### src/hdl/png_ssw_pkg.sv
// Shared constants, register indexes and the CRC-32 nibble table for the PNG stream writer.
`timescale 1ns / 1ps
`default_nettype none

package png_ssw_pkg;

    localparam int unsigned MAX_WIDTH  = 16383;
    localparam int unsigned MAX_HEIGHT = 32768;

    localparam logic [15:0] ADLER_MOD = 16'd65521;

    localparam int unsigned CFG_IDX_W  = 2;
    localparam int unsigned CFG_DATA_W = 16;

    typedef enum logic [CFG_IDX_W-1:0] {
        REG_IMAGE_WIDTH  = 2'd0,
        REG_IMAGE_HEIGHT = 2'd1,
        REG_ALPHA_MODE   = 2'd2
    } cfg_reg_t;

    // Segments of the byte sequence that one input transaction can cause.
    localparam int unsigned HDR_LAST = 42;
    localparam int unsigned ROW_LAST = 5;
    localparam int unsigned TRL_LAST = 19;

    function automatic logic [31:0] crc_nibble(input logic [3:0] n);
        logic [31:0] t;
        begin
            case (n)
                4'h0:    t = 32'h00000000;
                4'h1:    t = 32'h1db71064;
                4'h2:    t = 32'h3b6e20c8;
                4'h3:    t = 32'h26d930ac;
                4'h4:    t = 32'h76dc4190;
                4'h5:    t = 32'h6b6b51f4;
                4'h6:    t = 32'h4db26158;
                4'h7:    t = 32'h5005713c;
                4'h8:    t = 32'hedb88320;
                4'h9:    t = 32'hf00f9344;
                4'ha:    t = 32'hd6d6a3e8;
                4'hb:    t = 32'hcb61b38c;
                4'hc:    t = 32'h9b64c2b0;
                4'hd:    t = 32'h86d3d2d4;
                4'he:    t = 32'ha00ae278;
                default: t = 32'hbdbdf21c;
            endcase
            return t;
        end
    endfunction

    function automatic logic [31:0] crc_byte(input logic [31:0] crc, input logic [7:0] b);
        logic [31:0] c;
        begin
            c = crc ^ {24'd0, b};
            c = (c >> 4) ^ crc_nibble(c[3:0]);
            c = (c >> 4) ^ crc_nibble(c[3:0]);
            return c;
        end
    endfunction

endpackage

`default_nettype wire

### src/hdl/png_stored_stream_writer_core.sv
// Top level of the uncompressed PNG stream writer: byte sequencer, checksums and stream ports.
// Each accepted input byte is held in pix_reg, and every output byte is registered in out_data_reg.
// One output byte per cycle unless the output stalls; the first byte of an image also emits
// the file and row headers, a later row's first byte its row header, the last the trailer.
// A new input transaction is taken in the cycle in which the previous one emits its last byte.
// rst_n is asynchronous and active low; it clears all control state and sets the registers
// to width 1, height 1 and RGB.
`timescale 1ns / 1ps
`default_nettype none

module png_stored_stream_writer_core (
    input  wire logic                               clk,
    input  wire logic                               rst_n,
    input  wire logic                               s_axis_tvalid,
    output logic                                    s_axis_tready,
    input  wire logic [7:0]                         s_axis_tdata,   // [7:0] pixel_byte
    output logic                                    m_axis_tvalid,
    input  wire logic                               m_axis_tready,
    output logic [7:0]                              m_axis_tdata,   // [7:0] out_byte
    output logic                                    m_axis_tlast,   // last_of_run
    output logic                                    m_axis_tuser,   // [0] file_end
    input  wire logic                               cfg_we,
    input  wire logic [png_ssw_pkg::CFG_IDX_W-1:0]  cfg_index,
    input  wire logic [png_ssw_pkg::CFG_DATA_W-1:0] cfg_wdata
);

    import png_ssw_pkg::*;

    typedef enum logic [2:0] {
        SEG_START,
        SEG_HDR,
        SEG_ROW,
        SEG_PIX,
        SEG_TRL
    } seg_t;

    logic [13:0] cfg_width_reg;
    logic [15:0] cfg_height_reg;
    logic        cfg_alpha_reg;
    logic [31:0] idat_len_reg;

    logic [31:0] crc_reg;
    logic [15:0] adler_lo_reg;
    logic [15:0] adler_hi_reg;
    logic [15:0] col_reg;
    logic [14:0] row_reg;
    logic        hdr_sent_reg;
    seg_t        seg_reg;
    logic [5:0]  idx_reg;
    logic [7:0]  pix_reg;
    logic        pix_valid_reg;

    logic [7:0]  out_data_reg;
    logic        out_last_reg;
    logic        out_end_reg;
    logic        out_valid_reg;

    logic [15:0] width_eff;
    logic [15:0] height_eff;
    logic [15:0] row_bytes;
    logic [15:0] pitch;
    logic [31:0] idat_len_next;
    logic        last_row;
    logic [15:0] col_next;
    logic        row_end;

    seg_t        seg_cur;
    logic [5:0]  idx_cur;
    seg_t        seg_next;
    logic [5:0]  idx_next;
    logic [7:0]  byte_val;
    logic        byte_last;
    logic        byte_end;
    logic        crc_en;
    logic        crc_init;
    logic        adler_en;
    logic        hdr_done;
    logic        pix_step;
    logic        trl_done;

    logic [31:0] crc_base;
    logic [31:0] crc_next;
    logic [16:0] lo_sum;
    logic [15:0] adler_lo_next;
    logic [16:0] hi_sum;
    logic [15:0] adler_hi_next;

    logic        advance;
    logic        item_done;
    logic        in_take;

    always_comb
    begin
        width_eff = (cfg_width_reg == 14'd0) ? 16'd1 : {2'b00, cfg_width_reg};
        if (cfg_height_reg == 16'd0)
        begin
            height_eff = 16'd1;
        end
        else if (cfg_height_reg > 16'(MAX_HEIGHT))
        begin
            height_eff = 16'(MAX_HEIGHT);
        end
        else
        begin
            height_eff = cfg_height_reg;
        end
        row_bytes = cfg_alpha_reg ? (width_eff << 2) : (width_eff + (width_eff << 1));
        pitch = row_bytes + 16'd1;
        idat_len_next = ({16'd0, height_eff} * ({16'd0, pitch} + 32'd5)) + 32'd6;
        last_row = ({1'b0, row_reg} + 16'd1) >= height_eff;
        col_next = col_reg + 16'd1;
        row_end = col_next >= row_bytes;
    end

    always_comb
    begin
        if (seg_reg == SEG_START)
        begin
            idx_cur = 6'd0;
            if (!hdr_sent_reg)
            begin
                seg_cur = SEG_HDR;
            end
            else if (col_reg == 16'd0)
            begin
                seg_cur = SEG_ROW;
            end
            else
            begin
                seg_cur = SEG_PIX;
            end
        end
        else
        begin
            seg_cur = seg_reg;
            idx_cur = idx_reg;
        end
    end

    always_comb
    begin
        byte_val  = 8'h00;
        byte_last = 1'b0;
        byte_end  = 1'b0;
        crc_en    = 1'b0;
        crc_init  = 1'b0;
        adler_en  = 1'b0;
        hdr_done  = 1'b0;
        pix_step  = 1'b0;
        trl_done  = 1'b0;
        seg_next  = seg_cur;
        idx_next  = idx_cur + 6'd1;
        case (seg_cur)
            SEG_HDR:
            begin
                crc_en   = ((idx_cur >= 6'd12) && (idx_cur <= 6'd28)) || (idx_cur >= 6'd37);
                crc_init = (idx_cur == 6'd12) || (idx_cur == 6'd37);
                case (idx_cur)
                    6'd0:    byte_val = 8'h89;
                    6'd1:    byte_val = 8'h50;
                    6'd2:    byte_val = 8'h4e;
                    6'd3:    byte_val = 8'h47;
                    6'd4:    byte_val = 8'h0d;
                    6'd5:    byte_val = 8'h0a;
                    6'd6:    byte_val = 8'h1a;
                    6'd7:    byte_val = 8'h0a;
                    6'd11:   byte_val = 8'h0d;
                    6'd12:   byte_val = 8'h49;
                    6'd13:   byte_val = 8'h48;
                    6'd14:   byte_val = 8'h44;
                    6'd15:   byte_val = 8'h52;
                    6'd18:   byte_val = width_eff[15:8];
                    6'd19:   byte_val = width_eff[7:0];
                    6'd22:   byte_val = height_eff[15:8];
                    6'd23:   byte_val = height_eff[7:0];
                    6'd24:   byte_val = 8'h08;
                    6'd25:   byte_val = cfg_alpha_reg ? 8'h06 : 8'h02;
                    6'd29:   byte_val = ~crc_reg[31:24];
                    6'd30:   byte_val = ~crc_reg[23:16];
                    6'd31:   byte_val = ~crc_reg[15:8];
                    6'd32:   byte_val = ~crc_reg[7:0];
                    6'd33:   byte_val = idat_len_reg[31:24];
                    6'd34:   byte_val = idat_len_reg[23:16];
                    6'd35:   byte_val = idat_len_reg[15:8];
                    6'd36:   byte_val = idat_len_reg[7:0];
                    6'd37:   byte_val = 8'h49;
                    6'd38:   byte_val = 8'h44;
                    6'd39:   byte_val = 8'h41;
                    6'd40:   byte_val = 8'h54;
                    6'd41:   byte_val = 8'h78;
                    6'd42:   byte_val = 8'h01;
                    default: byte_val = 8'h00;
                endcase
                if (idx_cur == 6'(HDR_LAST))
                begin
                    hdr_done = 1'b1;
                    seg_next = SEG_ROW;
                    idx_next = 6'd0;
                end
            end
            SEG_ROW:
            begin
                crc_en = 1'b1;
                case (idx_cur)
                    6'd0:    byte_val = {7'd0, last_row};
                    6'd1:    byte_val = pitch[7:0];
                    6'd2:    byte_val = pitch[15:8];
                    6'd3:    byte_val = ~pitch[7:0];
                    6'd4:    byte_val = ~pitch[15:8];
                    default: byte_val = 8'h00;
                endcase
                if (idx_cur == 6'(ROW_LAST))
                begin
                    adler_en = 1'b1;
                    seg_next = SEG_PIX;
                    idx_next = 6'd0;
                end
            end
            SEG_PIX:
            begin
                byte_val = pix_reg;
                crc_en   = 1'b1;
                adler_en = 1'b1;
                pix_step = 1'b1;
                idx_next = 6'd0;
                if (row_end && last_row)
                begin
                    seg_next = SEG_TRL;
                end
                else
                begin
                    byte_last = 1'b1;
                end
            end
            SEG_TRL:
            begin
                crc_en   = (idx_cur <= 6'd3) || ((idx_cur >= 6'd12) && (idx_cur <= 6'd15));
                crc_init = (idx_cur == 6'd12);
                case (idx_cur)
                    6'd0:    byte_val = adler_hi_reg[15:8];
                    6'd1:    byte_val = adler_hi_reg[7:0];
                    6'd2:    byte_val = adler_lo_reg[15:8];
                    6'd3:    byte_val = adler_lo_reg[7:0];
                    6'd4:    byte_val = ~crc_reg[31:24];
                    6'd5:    byte_val = ~crc_reg[23:16];
                    6'd6:    byte_val = ~crc_reg[15:8];
                    6'd7:    byte_val = ~crc_reg[7:0];
                    6'd12:   byte_val = 8'h49;
                    6'd13:   byte_val = 8'h45;
                    6'd14:   byte_val = 8'h4e;
                    6'd15:   byte_val = 8'h44;
                    6'd16:   byte_val = ~crc_reg[31:24];
                    6'd17:   byte_val = ~crc_reg[23:16];
                    6'd18:   byte_val = ~crc_reg[15:8];
                    6'd19:   byte_val = ~crc_reg[7:0];
                    default: byte_val = 8'h00;
                endcase
                if (idx_cur == 6'(TRL_LAST))
                begin
                    byte_last = 1'b1;
                    byte_end  = 1'b1;
                    trl_done  = 1'b1;
                    idx_next  = 6'd0;
                end
            end
            default:
            begin
                byte_val = 8'h00;
            end
        endcase
    end

    always_comb
    begin
        crc_base = crc_init ? 32'hffffffff : crc_reg;
        crc_next = crc_byte(crc_base, byte_val);
        lo_sum = {1'b0, adler_lo_reg} + {9'd0, byte_val};
        adler_lo_next = (lo_sum >= {1'b0, ADLER_MOD}) ? 16'(lo_sum - {1'b0, ADLER_MOD})
                                                      : lo_sum[15:0];
        hi_sum = {1'b0, adler_hi_reg} + {1'b0, adler_lo_next};
        adler_hi_next = (hi_sum >= {1'b0, ADLER_MOD}) ? 16'(hi_sum - {1'b0, ADLER_MOD})
                                                      : hi_sum[15:0];
    end

    assign advance       = pix_valid_reg && (!out_valid_reg || m_axis_tready);
    assign item_done     = advance && byte_last;
    assign s_axis_tready = !pix_valid_reg || item_done;
    assign in_take       = s_axis_tvalid && s_axis_tready;

    assign m_axis_tvalid = out_valid_reg;
    assign m_axis_tdata  = out_data_reg;
    assign m_axis_tlast  = out_last_reg;
    assign m_axis_tuser  = out_end_reg;

    always_ff @(posedge clk or negedge rst_n)
    begin
        if (!rst_n)
        begin
            cfg_width_reg  <= 14'd1;
            cfg_height_reg <= 16'd1;
            cfg_alpha_reg  <= 1'b0;
        end
        else if (cfg_we)
        begin
            case (cfg_index)
                REG_IMAGE_WIDTH:  cfg_width_reg  <= cfg_wdata[13:0];
                REG_IMAGE_HEIGHT: cfg_height_reg <= cfg_wdata[15:0];
                REG_ALPHA_MODE:   cfg_alpha_reg  <= cfg_wdata[0];
                default:          cfg_alpha_reg  <= cfg_alpha_reg;
            endcase
        end
    end

    always_ff @(posedge clk)
    begin
        idat_len_reg <= idat_len_next;
    end

    always_ff @(posedge clk or negedge rst_n)
    begin
        if (!rst_n)
        begin
            crc_reg       <= 32'hffffffff;
            adler_lo_reg  <= 16'd1;
            adler_hi_reg  <= 16'd0;
            col_reg       <= 16'd0;
            row_reg       <= 15'd0;
            hdr_sent_reg  <= 1'b0;
            seg_reg       <= SEG_START;
            idx_reg       <= 6'd0;
            pix_valid_reg <= 1'b0;
            out_valid_reg <= 1'b0;
            out_last_reg  <= 1'b0;
            out_end_reg   <= 1'b0;
        end
        else
        begin
            if (advance)
            begin
                out_valid_reg <= 1'b1;
                out_data_reg  <= byte_val;
                out_last_reg  <= byte_last;
                out_end_reg   <= byte_end;
                if (crc_en)
                begin
                    crc_reg <= crc_next;
                end
                if (adler_en)
                begin
                    adler_lo_reg <= adler_lo_next;
                    adler_hi_reg <= adler_hi_next;
                end
                if (hdr_done)
                begin
                    adler_lo_reg <= 16'd1;
                    adler_hi_reg <= 16'd0;
                    col_reg      <= 16'd0;
                    row_reg      <= 15'd0;
                    hdr_sent_reg <= 1'b1;
                end
                if (pix_step)
                begin
                    col_reg <= row_end ? 16'd0 : col_next;
                    if (row_end && !last_row)
                    begin
                        row_reg <= row_reg + 15'd1;
                    end
                end
                if (trl_done)
                begin
                    adler_lo_reg <= 16'd1;
                    adler_hi_reg <= 16'd0;
                    row_reg      <= 15'd0;
                    hdr_sent_reg <= 1'b0;
                end
            end
            else if (m_axis_tready)
            begin
                out_valid_reg <= 1'b0;
            end

            if (in_take)
            begin
                pix_reg       <= s_axis_tdata;
                pix_valid_reg <= 1'b1;
                seg_reg       <= SEG_START;
                idx_reg       <= 6'd0;
            end
            else
            begin
                if (advance)
                begin
                    seg_reg <= seg_next;
                    idx_reg <= idx_next;
                end
                if (item_done)
                begin
                    pix_valid_reg <= 1'b0;
                end
            end
        end
    end

`ifndef SYNTHESIS
    // The end-of-file mark only ever travels on the last byte of a transaction.
    assert property (@(posedge clk) disable iff (!rst_n)
        m_axis_tvalid && m_axis_tuser |-> m_axis_tlast)
        else $error("file end flagged on a byte that is not the last of its transaction");

    // Both Adler-32 sums stay reduced modulo 65521.
    assert property (@(posedge clk) disable iff (!rst_n)
        (adler_lo_reg < ADLER_MOD) && (adler_hi_reg < ADLER_MOD))
        else $error("Adler-32 sum out of range");

    // Outside an image the column count rests at zero, so the next row header is sent.
    assert property (@(posedge clk) disable iff (!rst_n)
        !hdr_sent_reg |-> (col_reg == 16'd0))
        else $error("column count not cleared outside an image");

    // Row headers and pixel bytes are only emitted once the file header has gone out.
    assert property (@(posedge clk) disable iff (!rst_n)
        advance && (seg_cur == SEG_ROW || seg_cur == SEG_PIX) |-> hdr_sent_reg)
        else $error("image data emitted before the file header");

    // Finishing the trailer closes the file.
    assert property (@(posedge clk) disable iff (!rst_n)
        advance && trl_done |=> !hdr_sent_reg && (row_reg == 15'd0))
        else $error("file state not cleared after the trailer");
`endif

endmodule

`default_nettype wire

### config.mk
export PLATFORM = sky130hd
export DESIGN_NAME = png_stored_stream_writer_core
export DESIGN_NICKNAME = d
export VERILOG_FILES = /design/src/hdl/png_ssw_pkg.sv /design/src/hdl/png_stored_stream_writer_core.sv
export SDC_FILE = /design/constraint.sdc
export NUM_CORES = 1
export LEC_CHECK = 0
export ABC_AREA = 1
export BUFFER_PORTS_ARGS = -buffer_cell sky130_fd_sc_hd__buf_4
export CAP_MARGIN = 0
export CORE_ASPECT_RATIO = 0.6
export CORE_MARGIN = 3
export CORE_UTILIZATION = 50
export DETAILED_ROUTE_END_ITERATION = 8
export PLACE_DENSITY = 0.68
export SYNTH_ARGS = -nofsm -noshare
export SYNTH_HDL_FRONTEND = slang
export SYNTH_SLANG_ARGS = --single-unit
export TNS_END_PERCENT = 20
### constraint.sdc
create_clock -name clk -period 8.8 [get_ports clk]
set_clock_uncertainty 0.05 [all_clocks]
set_input_delay 0.88 -clock clk [delete_from_list [all_inputs] [get_ports clk]]
set_output_delay 0.88 -clock clk [all_outputs]
set_load 0.01 [all_outputs]
# After elaboration in Yosys (flattened, before gate mapping)

Memories as Yosys holds them, arrays and structs flattened.
Index checks and enable logic that the tools add are counted.

Add/subtract/negate cells: 12
Multiply operators: 1
Div/mod/pow operators: 0
$lt $le $gt $ge: 10
Equality and inequality tests: 40
Shift operators: 0
Muxes and demuxes: 58
Bitwise gates (word level): 9
Reductions and logical operators: 45

Operators by type and width:

| operator               | count |
|---|---|
| $pmux 8 s29            | 1 |
| $mux 16                | 14 |
| $pmux 8 s12            | 1 |
| $eq 6x5->1 const B     | 11 |
| $eq 6x6->1 const B     | 11 |
| $xor 28x32->32         | 2 |
| $mux 15                | 4 |
| $not 8->8              | 6 |
| $pmux 8 s5             | 1 |
| $mux 6                 | 6 |
| $ge 17x16->1 const B   | 2 |
| $add 16x1->16 const B  | 2 |
| $add 32x3->32 const B  | 1 |
| $ge 16x16->1           | 2 |
| $logic_not 16->1       | 2 |
| $mul 16x17->32         | 1 |
| $mux 32                | 1 |
| $pmux 8 s4             | 1 |
| $sub 16x16->16 const B | 2 |
| $xor 32x8->32          | 1 |
| $eq 6x4->1 const B     | 5 |
| $eq 6x3->1 const B     | 4 |
| $mux 3                 | 8 |
| $pmux 6 s4             | 1 |
| 36 further kinds       | 85 |

Flip-flop bits (word level): 188
Latch bits: 0
Bits in writable memories: 0
Memory bits (read-only): 896
Input bits: 31
Output and inout port bits: 12
Logic and storage cells: 195
Memories: 2

Memory list:

| name            | words | bits a word | rd ports | clocked after memory_dff | write ports | line              | RTL |
|---|---|---|---|---|---|---|---|
| (no name shown) | 16    | 28          | 1        | 0                        | 0           | png_ssw_pkg.sv:29 | `case (n)` |
| (no name shown) | 16    | 28          | 1        | 0                        | 0           | png_ssw_pkg.sv:29 |  |

# Longest topological paths before layout

Depth after elaboration: 17
Mapped depth: 72
Gate-level depth less buffers: 69

# Least setup slack after synthesis

No wires, ideal clock.

Path type: flip-flop to flip-flop
Start: reg cfg_width_reg[4]
End: reg idat_len_reg[31]
Library setup time: 0.130 ns
Arrival time: 8.825 ns
Required time: 8.620 ns
Path slack: -0.205 ns
Cell stages (with the launch flop): 59
Path buffers: 3
Clock period less this slack: 9.005 ns
Cell sequence: dfrtp_1 -> inv_1 -> ha_1 -> nand2_1 -> nor2_1 -> nand2_4 -> buf_8 -> inv_6 -> buf_6 -> nor2_1 -> ha_1 -> nand2_1 -> nor2_1 -> nand2_1 -> nand3_1 -> nand2_1 -> nand2_1 -> nand2_1 -> [... 23 more ...] -> fa_1 -> inv_1 -> fa_1 -> inv_1 -> fa_1 -> ha_1 -> a21oi_1 -> o21ai_0 -> a21oi_1 -> o21ai_0 -> a21boi_0 -> o21bai_1 -> a21oi_1 -> o21ai_0 -> nand2_1 -> nand2_1 -> a21oi_1 -> xnor3_1

Word-level cells in the longest chain between the ends: 8

RTL lines:

| what                   | line                                 | RTL |
|---|---|---|
| start, declared        | png_stored_stream_writer_core.sv:37  | `logic [13:0] cfg_width_reg;` |
| start signal, assigned | png_stored_stream_writer_core.sv:306 | `REG_IMAGE_WIDTH: cfg_width_reg <= cfg_wdata[13:0];` |
| $logic_not 14->1       | png_stored_stream_writer_core.sv:94  | `width_eff = (cfg_width_reg == 14'd0) ? 16'd1 : {2'b00, cfg_width_reg};` |
| $mux 14 *              | png_stored_stream_writer_core.sv:94  |  |
| $add 14x15->16         | png_stored_stream_writer_core.sv:107 | `row_bytes = cfg_alpha_reg ? (width_eff << 2) : (width_eff + (width_eff << 1));` |
| $mux 16 *              | png_stored_stream_writer_core.sv:107 |  |
| $add 16x1->16 *        | png_stored_stream_writer_core.sv:108 | `pitch = row_bytes + 16'd1;` |
| $add 16x3->17 *        | png_stored_stream_writer_core.sv:109 | `idat_len_next = ({16'd0, height_eff} * ({16'd0, pitch} + 32'd5)) + 32'd6;` |
| $mul 16x17->32 *       | png_stored_stream_writer_core.sv:109 |  |
| $add 32x3->32 *        | png_stored_stream_writer_core.sv:109 |  |
| via idat_len_next[31]  | png_stored_stream_writer_core.sv:62  | `logic [31:0] idat_len_next;` |
| end signal, assigned   | png_stored_stream_writer_core.sv:316 | `idat_len_reg <= idat_len_next;` |
| end, declared          | png_stored_stream_writer_core.sv:40  | `logic [31:0] idat_len_reg;` |

The timed path passes the listed nets; every way through them passes the cells marked *.
A chain may end at the register's enable or synchronous reset.

# Final worst setup path

Start: reg cfg_width_reg[6]
End: reg adler_hi_reg[1]

Word-level cells in the longest chain between the ends: 17
Elaborated cells on any way between the ends: 21
Those cells by class: 6 x add/sub; 2 x order compare; 10 x mux; 2 x bitwise; 1 x reduce/logical

RTL lines:

| what                                                  | line                                                                       | RTL |
|---|---|---|
| $logic_not 14->1                                      | png_stored_stream_writer_core.sv:94                                        |  |
| $mux 14 *                                             | png_stored_stream_writer_core.sv:94                                        |  |
| $add 14x15->16                                        | png_stored_stream_writer_core.sv:107                                       |  |
| $mux 16                                               | png_stored_stream_writer_core.sv:107                                       |  |
| $add 16x1->16                                         | png_stored_stream_writer_core.sv:108                                       |  |
| $not 8->8 (on tied branches)                          | png_stored_stream_writer_core.sv:209, png_stored_stream_writer_core.sv:208 |  |
| $pmux 8 s5                                            | png_stored_stream_writer_core.sv:204                                       | `case (idx_cur)` |
| $pmux 8 s4 *                                          | png_stored_stream_writer_core.sv:153                                       | `case (seg_cur)` |
| via byte_val[5]                                       | png_stored_stream_writer_core.sv:71                                        | `logic [7:0] byte_val;` |
| [... 1 more ...]                                      | -                                                                          |  |
| $sub 16x16->16 / $ge 17x16->1 (equally long branches) | png_stored_stream_writer_core.sv:278                                       | `adler_lo_next = (lo_sum >= {1'b0, ADLER_MOD}) ? 16'(lo_sum - {1'b0, ADLER_MOD})` |
| $mux 16 *                                             | png_stored_stream_writer_core.sv:278                                       |  |
| $add 16x16->17 *                                      | png_stored_stream_writer_core.sv:280                                       | `hi_sum = {1'b0, adler_hi_reg} + {1'b0, adler_lo_next};` |
| $ge 17x16->1 / $sub 16x16->16 (equally long branches) | png_stored_stream_writer_core.sv:281                                       | `adler_hi_next = (hi_sum >= {1'b0, ADLER_MOD}) ? 16'(hi_sum - {1'b0, ADLER_MOD})` |
| $mux 16 *                                             | png_stored_stream_writer_core.sv:281                                       |  |
| $mux 16 *                                             | png_stored_stream_writer_core.sv:348                                       | `if (adler_en)` |
| $mux 16 *                                             | png_stored_stream_writer_core.sv:353                                       | `if (hdr_done)` |
| $mux 16 *                                             | png_stored_stream_writer_core.sv:369                                       | `if (trl_done)` |
| end signal, assigned                                  | png_stored_stream_writer_core.sv:351                                       | `adler_hi_reg <= adler_hi_next;` |
| end, declared                                         | png_stored_stream_writer_core.sv:44                                        | `logic [15:0] adler_hi_reg;` |

The timed path passes the listed nets; every way through them passes the cells marked *. The select of a mux whose other input is x is not followed.

==> flow_summary.json <==
{
  "port_buffers": 42,
  "hold_violations": 0,
  "final_common_cell": "nand2_1",
  "synth_top_family_by_area": "simple AND/OR/NAND/NOR gates",
  "nNetsFinal": 4419,
  "path_class": "reg -> reg",
  "top_level_ports": 43,
  "grt_pass1_wl_mm": 146,
  "cts_tree": "done",
  "clk_pin_slew_ns": 0.09,
  "rsz0062_at_grt": "yes",
  "ys_warn_count": 0,
  "synthAdderAreaFrac_pct": 27.1,
  "num_vias": 26100,
  "status": "complete, but fails checks",
  "fp.dieArea_mm2": 0.0515,
  "drv_slew": 0,
  "fin_area_mm2": 0.0324,
  "finalCriticalPeriod_ns": 8.92,
  "wl_per_cell_um": 20.9,
  "insertion_delay_ns": 0.48,
  "antenna_found_initial": 0,
  "viasPerCell": 5.63,
  "clockBufferDepth": 2,
  "rows": 61,
  "async_flop_share_pct": 74.5,
  "worstPathArrival_ns": 9.26,
  "drtPass1Iterations": 8,
  "worstPathRequired_ns": 9.14,
  "ys_ff_latch": 188,
  "cp-end-kind": "flip-flop",
  "synth_area_mm2": 0.0244,
  "synth_nets": 3821,
  "hold_path.class": "in -> async",
  "critPathSlowestCell": "dfrtp_1",
  "cts_buffers": 17,
  "cp-startpoint": "cfg_width_reg[6]$_DFFE_PN0P_",
  "postSynthCellCount": 3389,
  "synth_cell_types": 69,
  "grt_overflow": 0,
  "drive_above_1_share_pct": 31.0,
  "drt-initial-drc-count": 2935,
  "place_ws_ns": -0.833,
  "crit_fanout": 6,
  "fillers": 3907,
  "drc_errors": 0,
  "setup_violations": 17,
  "grt_pass1_vias": 25300,
  "hpwlAfterDp_mm": 77.1,
  "critPathLaunchType": "flip-flop",
  "timing.hold.ws_ns": 0.382,
  "slew_headroom_pct": 21.1,
  "drt_wl_total_mm": 96.9,
  "gp_congestion": 1.02,
  "maxCapViolCount": 0,
  "synthSimpleGateAreaFrac_pct": 27.2,
  "r2r-start": "cfg_width_reg[6]$_DFFE_PN0P_",
  "timing.final.crit_share_pct": 101,
  "synth-compound-area-share_pct": 10.5,
  "violations": "setup timing",
  "syn_to_final_growth_pct": 32.9,
  "ant_nets": 0,
  "muxShareOfSynthArea_pct": 0.0462,
  "ys_seq_area_share_pct": 19.2,
  "timing.fmax_mhz": 112,
  "worstMarginPinSlew_ns": 1.18,
  "synth_xor_area_share_pct": 4.36,
  "syn_avg_cell_area_um2": 7.19,
  "grtUsageTotal_pct": 36.7,
  "timing.final.ws_setup_ns": -0.116,
  "slowest_delay_ns": 0.40,
  "cts-root-buf": "clkbuf_16",
  "synth_flop_cell": "dfrtp_1",
  "final_cell_mix": "nand2_1, buf_4, inv_1",
  "die_x_um": 291,
  "numClockSinks": 188,
  "htree_levels": 4,
  "grt_max_degree": 75,
  "die_y_um": 177,
  "start_util_pct": 51.6,
  "cts_hold_buffers": 0,
  "core_mm2": 0.0472,
  "dpl_cell_area_mm2": 0.0292,
  "synth-edff-count": 16
}
[cells in the mapped netlist (all sizes together) (21+ instances only)]
| cell | instances | share of area, % |
|---|---|---|
| nor2 | 352 | 6.1 |
| inv | 651 | 10 |
| ha | 189 | 9.7 |
| clkbuf | 45 | 0.71 |
| fa | 212 | 17 |
| xnor2 | 21 | 0.75 |
| a21oi | 125 | 2.6 |
| dfrtp | 105 | 11 |
| nand2 | 847 | 14 |
| nor3 | 32 | 0.72 |
| o22ai | 68 | 1.7 |
| nand3 | 207 | 4.5 |
| dfstp | 35 | 3.8 |
| o21ai | 198 | 4.3 |
| nand4 | 34 | 0.87 |
| dfxtp | 32 | 2.6 |
| xor2 | 97 | 3.5 |
[critical path: cells and delay by family, from the launching register on]
kind | cells | cell delay (ns)
fa+ha+maj | 4 | 0.81
flops | 1 | 0.40
xor+xnor | 2 | 0.36
compound gates | 6 | 0.97
simple gates | 40 | 4.47
buf+inv | 14 | 1.73
[layer usage]
metal | part of all wire (%) | GRT usage (%)
met1 | 45 | 56.6
met2 | 39 | 50.2
met3 | 14 | 11.7
met4 | 1.6 | 6.62
met5 | 0 | 0
[repair_timing]
action,CTS,global route
endpoints found under the setup margin,31,30
gates cloned,0,5
pin swaps,82,195
setup buffers,31,43
gates resized for setup,167,331
[kinds of logic (layout without fill, tap and decap cells)]
group	count (synthesis)	after routing
AO/OA/AOI/OAI	450	450
XOR/XNOR	119	119
adder cells (fa/ha/maj)	401	401
buffers and inverters	728	1339
flip-flops	188	188
multiplexers	1	1
other	0	2
AND/OR/NAND/NOR	1502	1502
[per-stage QoR]
stage / setup TNS, ns / instances / util, %
4_1_cts: 0 / 4583 / 64.8
6_report: -1.06 / 4632 / 68.5
5_1_grt: -10.21 / 4630 / 68.5
3_3_place_gp: -15.97 / 4521 / 61.7
2_1_floorplan: -0.0545 / 3389 / -
3_5_place_dp: -18.01 / 4521 / 61.7
[area by class of cell]
type	count	area, um^2	area share, %
clock inverter	13	144	0.444
multi-input combinational	2473	18700	57.9
timing repair inverter	1	8.76	0.0271
clock buffer	19	464	1.43
inverter	663	2520	7.78
tap	630	788	2.43
timing repair buffer	643	5040	15.6
sequential	188	4670	14.4
antenna	2	5.00	0.0155
[final timing paths]
check / to / slack, ns / cells past startpoint
min in group clk: crc_reg[21]$_DFFE_PN1P_ / 0.44 / 2
max in group asynchronous: adler_lo_reg[6]$_DFFE_PN0P_ / 6.83 / 2
setup reg to reg: adler_hi_reg[1]$_DFFE_PN0P_ / -0.12 / 66
setup / recovery: adler_hi_reg[1]$_DFFE_PN0P_ / -0.12 / 66
hold / removal: row_reg[7]$_DFFE_PN0P_ / 0.38 / 1
hold reg to reg: crc_reg[21]$_DFFE_PN1P_ / 0.44 / 2
Power is left out: the tool's default activity adds up to more than one toggle a clock period on the data nets, which glitch-free logic cannot reach.
